### config.mk
export PLATFORM = sky130hd
export DESIGN_NAME = gcpl_div
export DESIGN_NICKNAME = d
export VERILOG_FILES = /design/src/gcpl_pkg.sv /design/src/gcpl_div.sv
export VERILOG_INCLUDE_DIRS = /design/src /design/src/src
export SDC_FILE = /design/constraint.sdc
export NUM_CORES = 1
export LEC_CHECK = 0
export ABC_AREA = 1
export BUFFER_PORTS_ARGS = -buffer_cell sky130_fd_sc_hd__buf_2
export CORE_ASPECT_RATIO = 0.9
export CORE_MARGIN = 2
export CORE_UTILIZATION = 49
export CTS_CLUSTER_DIAMETER = 200
export DETAILED_ROUTE_END_ITERATION = 6
export PLACE_DENSITY_LB_ADDON = 0.3
export SETUP_SLACK_MARGIN = 0.05
export SLEW_MARGIN = 15
export SYNTH_ARGS = -nofsm -noshare
export SYNTH_HDL_FRONTEND = slang
export SYNTH_SLANG_ARGS = --single-unit
### constraint.sdc
create_clock -name clk -period 3.2 [get_ports clk]
set_input_delay 0.64 -clock clk [delete_from_list [all_inputs] [get_ports clk]]
set_output_delay 0.64 -clock clk [all_outputs]
set_load 0.05 [all_outputs]
### src/assert_macros.svh
// Assertion macros shared by the grid cell point labeler modules.
`ifndef ASSERT_MACROS_SVH
`define ASSERT_MACROS_SVH

// A property that must hold at every clock edge outside reset.
`define GCPL_ASSERT(lbl, prop, msg) \
	lbl: assert property (@(posedge clk) disable iff (!arst_n) (prop)) else $error(msg);

// A condition that forces another condition on the following clock edge.
`define GCPL_ASSERT_NEXT(lbl, pre, post, msg) \
	lbl: assert property (@(posedge clk) disable iff (!arst_n) (pre) |=> (post)) else $error(msg);

`endif

### src/gcpl_pkg.sv
// Shared constants, types and bundles of the grid cell point labeler.
`timescale 1ns / 1ps

package gcpl_pkg;

	// Table geometry: entry k lives in lane k % NUM_CELLS at row k / NUM_CELLS.
	localparam int MAX_CELLS       = 4096;
	localparam int CELL_INDEX_BITS = 16;
	localparam int NUM_CELLS       = 16;
	localparam int LANE_W          = $clog2(NUM_CELLS);
	localparam int ROWS            = (MAX_CELLS + NUM_CELLS - 1) / NUM_CELLS;
	localparam int ROW_W           = (ROWS > 1) ? $clog2(ROWS) : 1;
	localparam int ENTRY_W         = ROW_W + LANE_W;
	localparam int ISSUE_W         = ROW_W + 1;
	localparam int CNT_W           = $clog2(MAX_CELLS + 1);
	localparam int KEY_W           = 2 * CELL_INDEX_BITS;

	// Fixed field widths.
	localparam int COORD_W      = 32;
	localparam int SIZE_W       = 31;
	localparam int CELL_TOTAL_W = 13;
	localparam int LABEL_ID_W   = 16;
	localparam int LABEL_SHIFT  = 16;
	localparam int DIV_STEPS    = COORD_W;
	localparam int STEP_W       = $clog2(DIV_STEPS);
	localparam int CFG_IDX_W    = 2;

	typedef logic [LANE_W-1:0]          lane_t;
	typedef logic [ROW_W-1:0]           row_t;
	typedef logic [ENTRY_W-1:0]         entry_t;
	typedef logic [ISSUE_W-1:0]         issue_t;
	typedef logic [CNT_W-1:0]           cnt_t;
	typedef logic [KEY_W-1:0]           key_t;
	typedef logic signed [CELL_INDEX_BITS-1:0] idx_t;
	typedef logic [CELL_TOTAL_W-1:0]    total_t;
	typedef logic [LABEL_ID_W-1:0]      label_id_t;
	typedef logic [STEP_W-1:0]          step_t;
	typedef logic [CFG_IDX_W-1:0]       cfg_idx_t;

	// Register indexes of the configuration port.
	localparam cfg_idx_t REG_GROUND_LIMIT = cfg_idx_t'(0);
	localparam cfg_idx_t REG_CELL_SIZE    = cfg_idx_t'(1);

	localparam logic signed [COORD_W-1:0] GROUND_LIMIT_RESET = '0;
	localparam logic [SIZE_W-1:0]         CELL_SIZE_RESET    = SIZE_W'(65536);

	// Saturation bounds of a cell index, seen from the quotient magnitude.
	localparam logic [COORD_W-1:0] QUO_POS_LIMIT = COORD_W'(2 ** (CELL_INDEX_BITS - 1) - 1);
	localparam logic [COORD_W:0]   QUO_NEG_LIMIT = (COORD_W + 1)'(2 ** (CELL_INDEX_BITS - 1));
	localparam idx_t IDX_MAX = {1'b0, {(CELL_INDEX_BITS - 1){1'b1}}};
	localparam idx_t IDX_MIN = {1'b1, {(CELL_INDEX_BITS - 1){1'b0}}};

	// A search probe that walks the chain of table cells, one cell a cycle.
	typedef struct packed {
		logic  valid;
		key_t  key;
		row_t  row;
		logic  hit;
		lane_t lane;
	} probe_t;

	// Insertion of a new key, broadcast to all cells.
	typedef struct packed {
		logic  en;
		lane_t lane;
		row_t  row;
		key_t  key;
	} wr_t;

endpackage

### src/gcpl_div.sv
// Iterative floor divider producing one saturated grid cell index.
`timescale 1ns / 1ps
`include "assert_macros.svh"

module gcpl_div (
	input  logic                                   clk,
	input  logic                                   arst_n,
	input  logic                                   start,
	input  logic signed [gcpl_pkg::COORD_W-1:0]    dividend,
	input  logic [gcpl_pkg::SIZE_W-1:0]            divisor,
	output logic                                   done,
	output gcpl_pkg::idx_t                         index
);

	typedef enum logic [1:0] {DV_IDLE, DV_RUN, DV_FIX} dv_state_t;

	dv_state_t                     state_q;
	gcpl_pkg::step_t               step_q;
	logic [gcpl_pkg::COORD_W-1:0]  quo_q;
	logic [gcpl_pkg::SIZE_W-1:0]   rem_q;
	logic [gcpl_pkg::SIZE_W-1:0]   dvs_q;
	logic                          neg_q;
	logic                          done_q;
	gcpl_pkg::idx_t                index_q;

	logic [gcpl_pkg::COORD_W-1:0]  rem_sh;
	logic [gcpl_pkg::COORD_W-1:0]  rem_sub;
	logic                          rem_ge;
	logic [gcpl_pkg::COORD_W:0]    neg_mag;
	gcpl_pkg::idx_t                index_fix;

	// One restoring step: the dividend bits leave quo_q at the top while
	// quotient bits enter at the bottom.
	always_comb begin
		rem_sh  = {rem_q, quo_q[gcpl_pkg::COORD_W-1]};
		rem_ge  = rem_sh >= {1'b0, dvs_q};
		rem_sub = rem_sh - {1'b0, dvs_q};
	end

	// Floor toward minus infinity for negative dividends, then saturate.
	always_comb begin
		neg_mag = {1'b0, quo_q} + (gcpl_pkg::COORD_W + 1)'(rem_q != '0);
		if (!neg_q) begin
			if (quo_q > gcpl_pkg::QUO_POS_LIMIT) begin
				index_fix = gcpl_pkg::IDX_MAX;
			end else begin
				index_fix = gcpl_pkg::idx_t'(quo_q);
			end
		end else begin
			if (neg_mag > gcpl_pkg::QUO_NEG_LIMIT) begin
				index_fix = gcpl_pkg::IDX_MIN;
			end else begin
				index_fix = gcpl_pkg::idx_t'((gcpl_pkg::COORD_W + 1)'(0) - neg_mag);
			end
		end
	end

	always_ff @(posedge clk or negedge arst_n) begin
		if (!arst_n) begin
			state_q <= DV_IDLE;
			step_q  <= '0;
			quo_q   <= '0;
			rem_q   <= '0;
			dvs_q   <= '0;
			neg_q   <= 1'b0;
			done_q  <= 1'b0;
			index_q <= '0;
		end else begin
			done_q <= (state_q == DV_FIX);
			unique case (state_q)
				DV_IDLE: begin
					if (start) begin
						neg_q   <= dividend[gcpl_pkg::COORD_W-1];
						quo_q   <= dividend[gcpl_pkg::COORD_W-1] ?
							gcpl_pkg::COORD_W'(0) - dividend : dividend;
						rem_q   <= '0;
						dvs_q   <= (divisor == '0) ? gcpl_pkg::SIZE_W'(1) : divisor;
						step_q  <= '0;
						state_q <= DV_RUN;
					end
				end
				DV_RUN: begin
					rem_q  <= rem_ge ? rem_sub[gcpl_pkg::SIZE_W-1:0] :
						rem_sh[gcpl_pkg::SIZE_W-1:0];
					quo_q  <= {quo_q[gcpl_pkg::COORD_W-2:0], rem_ge};
					step_q <= step_q + gcpl_pkg::step_t'(1);
					if (step_q == gcpl_pkg::step_t'(gcpl_pkg::DIV_STEPS - 1)) begin
						state_q <= DV_FIX;
					end
				end
				DV_FIX: begin
					index_q <= index_fix;
					state_q <= DV_IDLE;
				end
				default: begin
					state_q <= DV_IDLE;
				end
			endcase
		end
	end

	assign done  = done_q;
	assign index = index_q;

	`GCPL_ASSERT(a_start_idle, !start || state_q == DV_IDLE, "divider started while busy")

endmodule

==> impl_metrics.tcl <==
set metrics [dict create \
    status "finished, violations left" \
    violations "design-rule violations" \
    r2r_start "rem_q[6]" \
    num-nets-final 1703 \
    p_leak_uw 0.00556 \
    worstHoldPathType "in2async" \
    setup_ws_ns 0.0319 \
    worstPathMaxFanout 8 \
    antenna_found_initial 0 \
    final_area_um2 11700 \
    port_buffers 82 \
    synth_mux_area_share_pct 0 \
    grt_pass1_wl_um 48000 \
    ios 83 \
    viasPerCell 5.51 \
    rsz0062_at_grt "true" \
    start_kind "flip-flop" \
    totalNegativeSetupSlack_ns 0 \
    skew_ns 0.00703 \
    synth_area_leader_cell "dfrtp_1" \
    core_area_um2 19300 \
    min_period_over_period_pct 99.0 \
    cp_slowest_stage_delay_ns 0.52 \
    synth_cells 1474 \
    vias 10300 \
    synth-edff-count 0 \
    finalCriticalPeriod_ns 3.17 \
    syn_avg_cell_area_um2 6.60 \
    grt_overflow_total 0 \
    drive_above_1_share_pct 18.0 \
    synth_xor_area_share_pct 4.49 \
    ant_nets 0 \
    placed_area_um2 10700 \
    cts_tree "yes" \
    antenna_cells 0 \
    hold_viol 0 \
    netlist_area_um2 9730 \
    fp.dieH_um 138 \
    async_reset_ff_share_pct 100 \
    required_ns 3.52 \
    path_clk_slew_ns 0.06 \
    yosysWarningCount 0 \
    cts_buffer_depth 2 \
    slowest_stage "or4_4" \
    syn_nets 1579 \
    insertion_delay_ns 0.43 \
    grt_max_degree 78 \
    dieWidth_um 153 \
    critPathKind "reg2reg" \
    dr.pass1.iters 7 \
    drv_cap 0 \
    grt_pass1_vias 9433 \
    fmax_ghz 0.316 \
    tightest_slew_ns 0.877 \
    crit_path_frequent_cell "nand2_1" \
    final-setup-viol-count 0 \
    synth_top_area_share_pct 30.6 \
    crit_start "rem_q[6]" \
    synth_seq_cells 119 \
    power.density_nw_per_um2 1220 \
    end_kind "flip-flop" \
    drt_iter0_markers 999 \
    hpwl_um 22200 \
    dieArea_um2 21000 \
    ys_types 50 \
    cts_made_buffers 17 \
    clock-sinks 119 \
    synth_top_family_by_area "simple AND/OR/NAND/NOR gates" \
    placed_cells 1822 \
    post_drt_wl_per_cell_um 16.0 \
    critical_path_arrival_ns 3.48 \
    crit_chain "nor4_2 > nand4_1 > or4_4 > ha_4 > buf_6 > inv_4 > nor2_4 > nand2_4 > nor2_4 > nand2_1 > nand2_2 > nor2_2 > nand2_2 > nor3_4 > nand3_4 > nand2_8 > nand3_1 > nand2_1 > nand2_1" \
    synthFlopType "dfrtp_1" \
    rrSetupSlack_ns 0.03 \
    rows 48 \
    irDropWorstVdd_mv 0.550 \
    drc 5 \
    hold_ws_ns 0.190 \
    finalNonFillerCells 1860 \
    dp_slack_ns -0.167 \
    drt_wl_total_um 29700 \
    reg2reg_to "index[15]" \
    yosysSeqAreaShare_pct 30.6 \
    relSlewSlack_pct 41.5 \
    gp_congestion 1.02 \
    synth-simple-area-share_pct 33.7 \
    htree_levels 4 \
    syn_to_final_growth_pct 20.3 \
    initial_core_util_pct 50.3 \
    crit_end "index[15]" \
    grtUsageTotal_pct 28.6 \
    finalMaxSlewViolations 0 \
    cts_root_buf "clkbuf_16" \
    reg2reg_depth 19 \
    yosys.area_share.adder_pct 5.09 \
    synthTopCellsByArea "dfrtp_1 (31%), nand2_1 (15%), inv_1 (7.1%)" \
    synth_compound_area_share_pct 16.5 \
]
[state kept, by name, indices dropped and copies added, names as in the netlist]
signal and cells:
dvs_q 31, quo_q 32, index 16, done 1, state_q 2, step_q 5
rem_q 31, neg_q 1
[how the worst min path moves through the flow]
stage / startpoint / endpoint / slack [ns] / cells past startpoint
after global routing: arst_n / dvs_q[18] / 0.24 / 1
after detailed placement: index[4] / index[4] / 0.46 / 2
after CTS: arst_n / dvs_q[18] / 0.21 / 1
final: arst_n / dvs_q[18] / 0.19 / 1
after global placement: index[4] / index[4] / 0.46 / 2
after floorplan: arst_n / done / 0.34 / 0
[per-layer routing]
metal	global-route usage (%)	part of all wire, %	wire [um]
met5	0	0	0
met4	9.16	2.0	584
met3	4.66	8.0	2360
met2	42.8	42	12400
met1	42.5	48	14300
[cell type report]
type	instances	area [um2]
clock buffer	20	457
fill	1836	7630
clock inverter	11	173
sequential	119	2980
inverter	188	708
tap	250	313
multi-input combinational	1125	6160
timing repair buffer	147	921
[timing repair]
action / 4_1_cts / 5_1_grt
cloned: 1 / 0
pin swaps: 8 / 20
buffers inserted: 0 / 6
hold buffers: 0 / 0
resized for setup: 19 / 50
endpoints found under the setup margin: 16 / 20
[cells in the mapped netlist, types with 8 or more instances]
master / n
xnor2_1: 17
nand2_2: 23
a21oi_1: 75
o21bai_1: 8
o221ai_1: 8
a22oi_1: 22
o21ai_0: 130
nor4_1: 18
clkbuf_1: 29
xor2_1: 31
nand2_1: 400
nand4_1: 15
o31ai_1: 11
nor2_2: 20
nor2_1: 156
nor3_1: 17
dfrtp_1: 119
nand3_1: 78
inv_1: 184
ha_1: 38
[kinds of logic (layout without fill, tap and decap cells)]
group	after synthesis	after routing
buffers and inverters	231	366
XOR/XNOR	49	49
AND/OR/NAND/NOR	755	756
flip-flops	119	119
AO/OA/AOI/OAI	281	281
adder cells (fa/ha/maj)	39	39
[critical path: cells and delay by family (launching register included)]
| kind | cells | cell delay (ns) |
|---|---|---|
| and+or+nand+nor | 16 | 2.25 |
| DFF | 1 | 0.41 |
| adders and majority gates | 1 | 0.21 |
| buffers and inverters | 2 | 0.18 |
[report_power, final]
part           total, uW  internal, uW  switching [uW]
combinational       9150          3440            5710
sequential          3080          2250             826
clock               2070          1340             727
[through the flow]
step           utilization (%)  total power [uW]
2_1_floorplan                -              9070
3_3_place_gp              55.3             11400
3_5_place_dp              55.3             11500
4_1_cts                   59.1             13800
5_1_grt                   60.5             15500
6_report                  60.5             14300
[cell usage in the layout, fill, tap and decap left out, types with 7 or more instances in the layout]
cell type,instances
nor2_1,147
ha_1,34
nand2_2,31
nor2_2,19
nand3b_1,7
xor2_1,29
nand3_1,75
o21ai_0,130
o21bai_1,8
nand2_1,388
nor4_1,12
o221ai_1,8
dfrtp_1,119
a22oi_1,22
nor2_4,14
clkbuf_16,17
nor3_1,15
nand4_1,15
buf_2,81
a21oi_1,75
o31ai_1,11
xnor2_1,15
inv_1,181
buf_4,63
(Power assumes the default switching activity.)
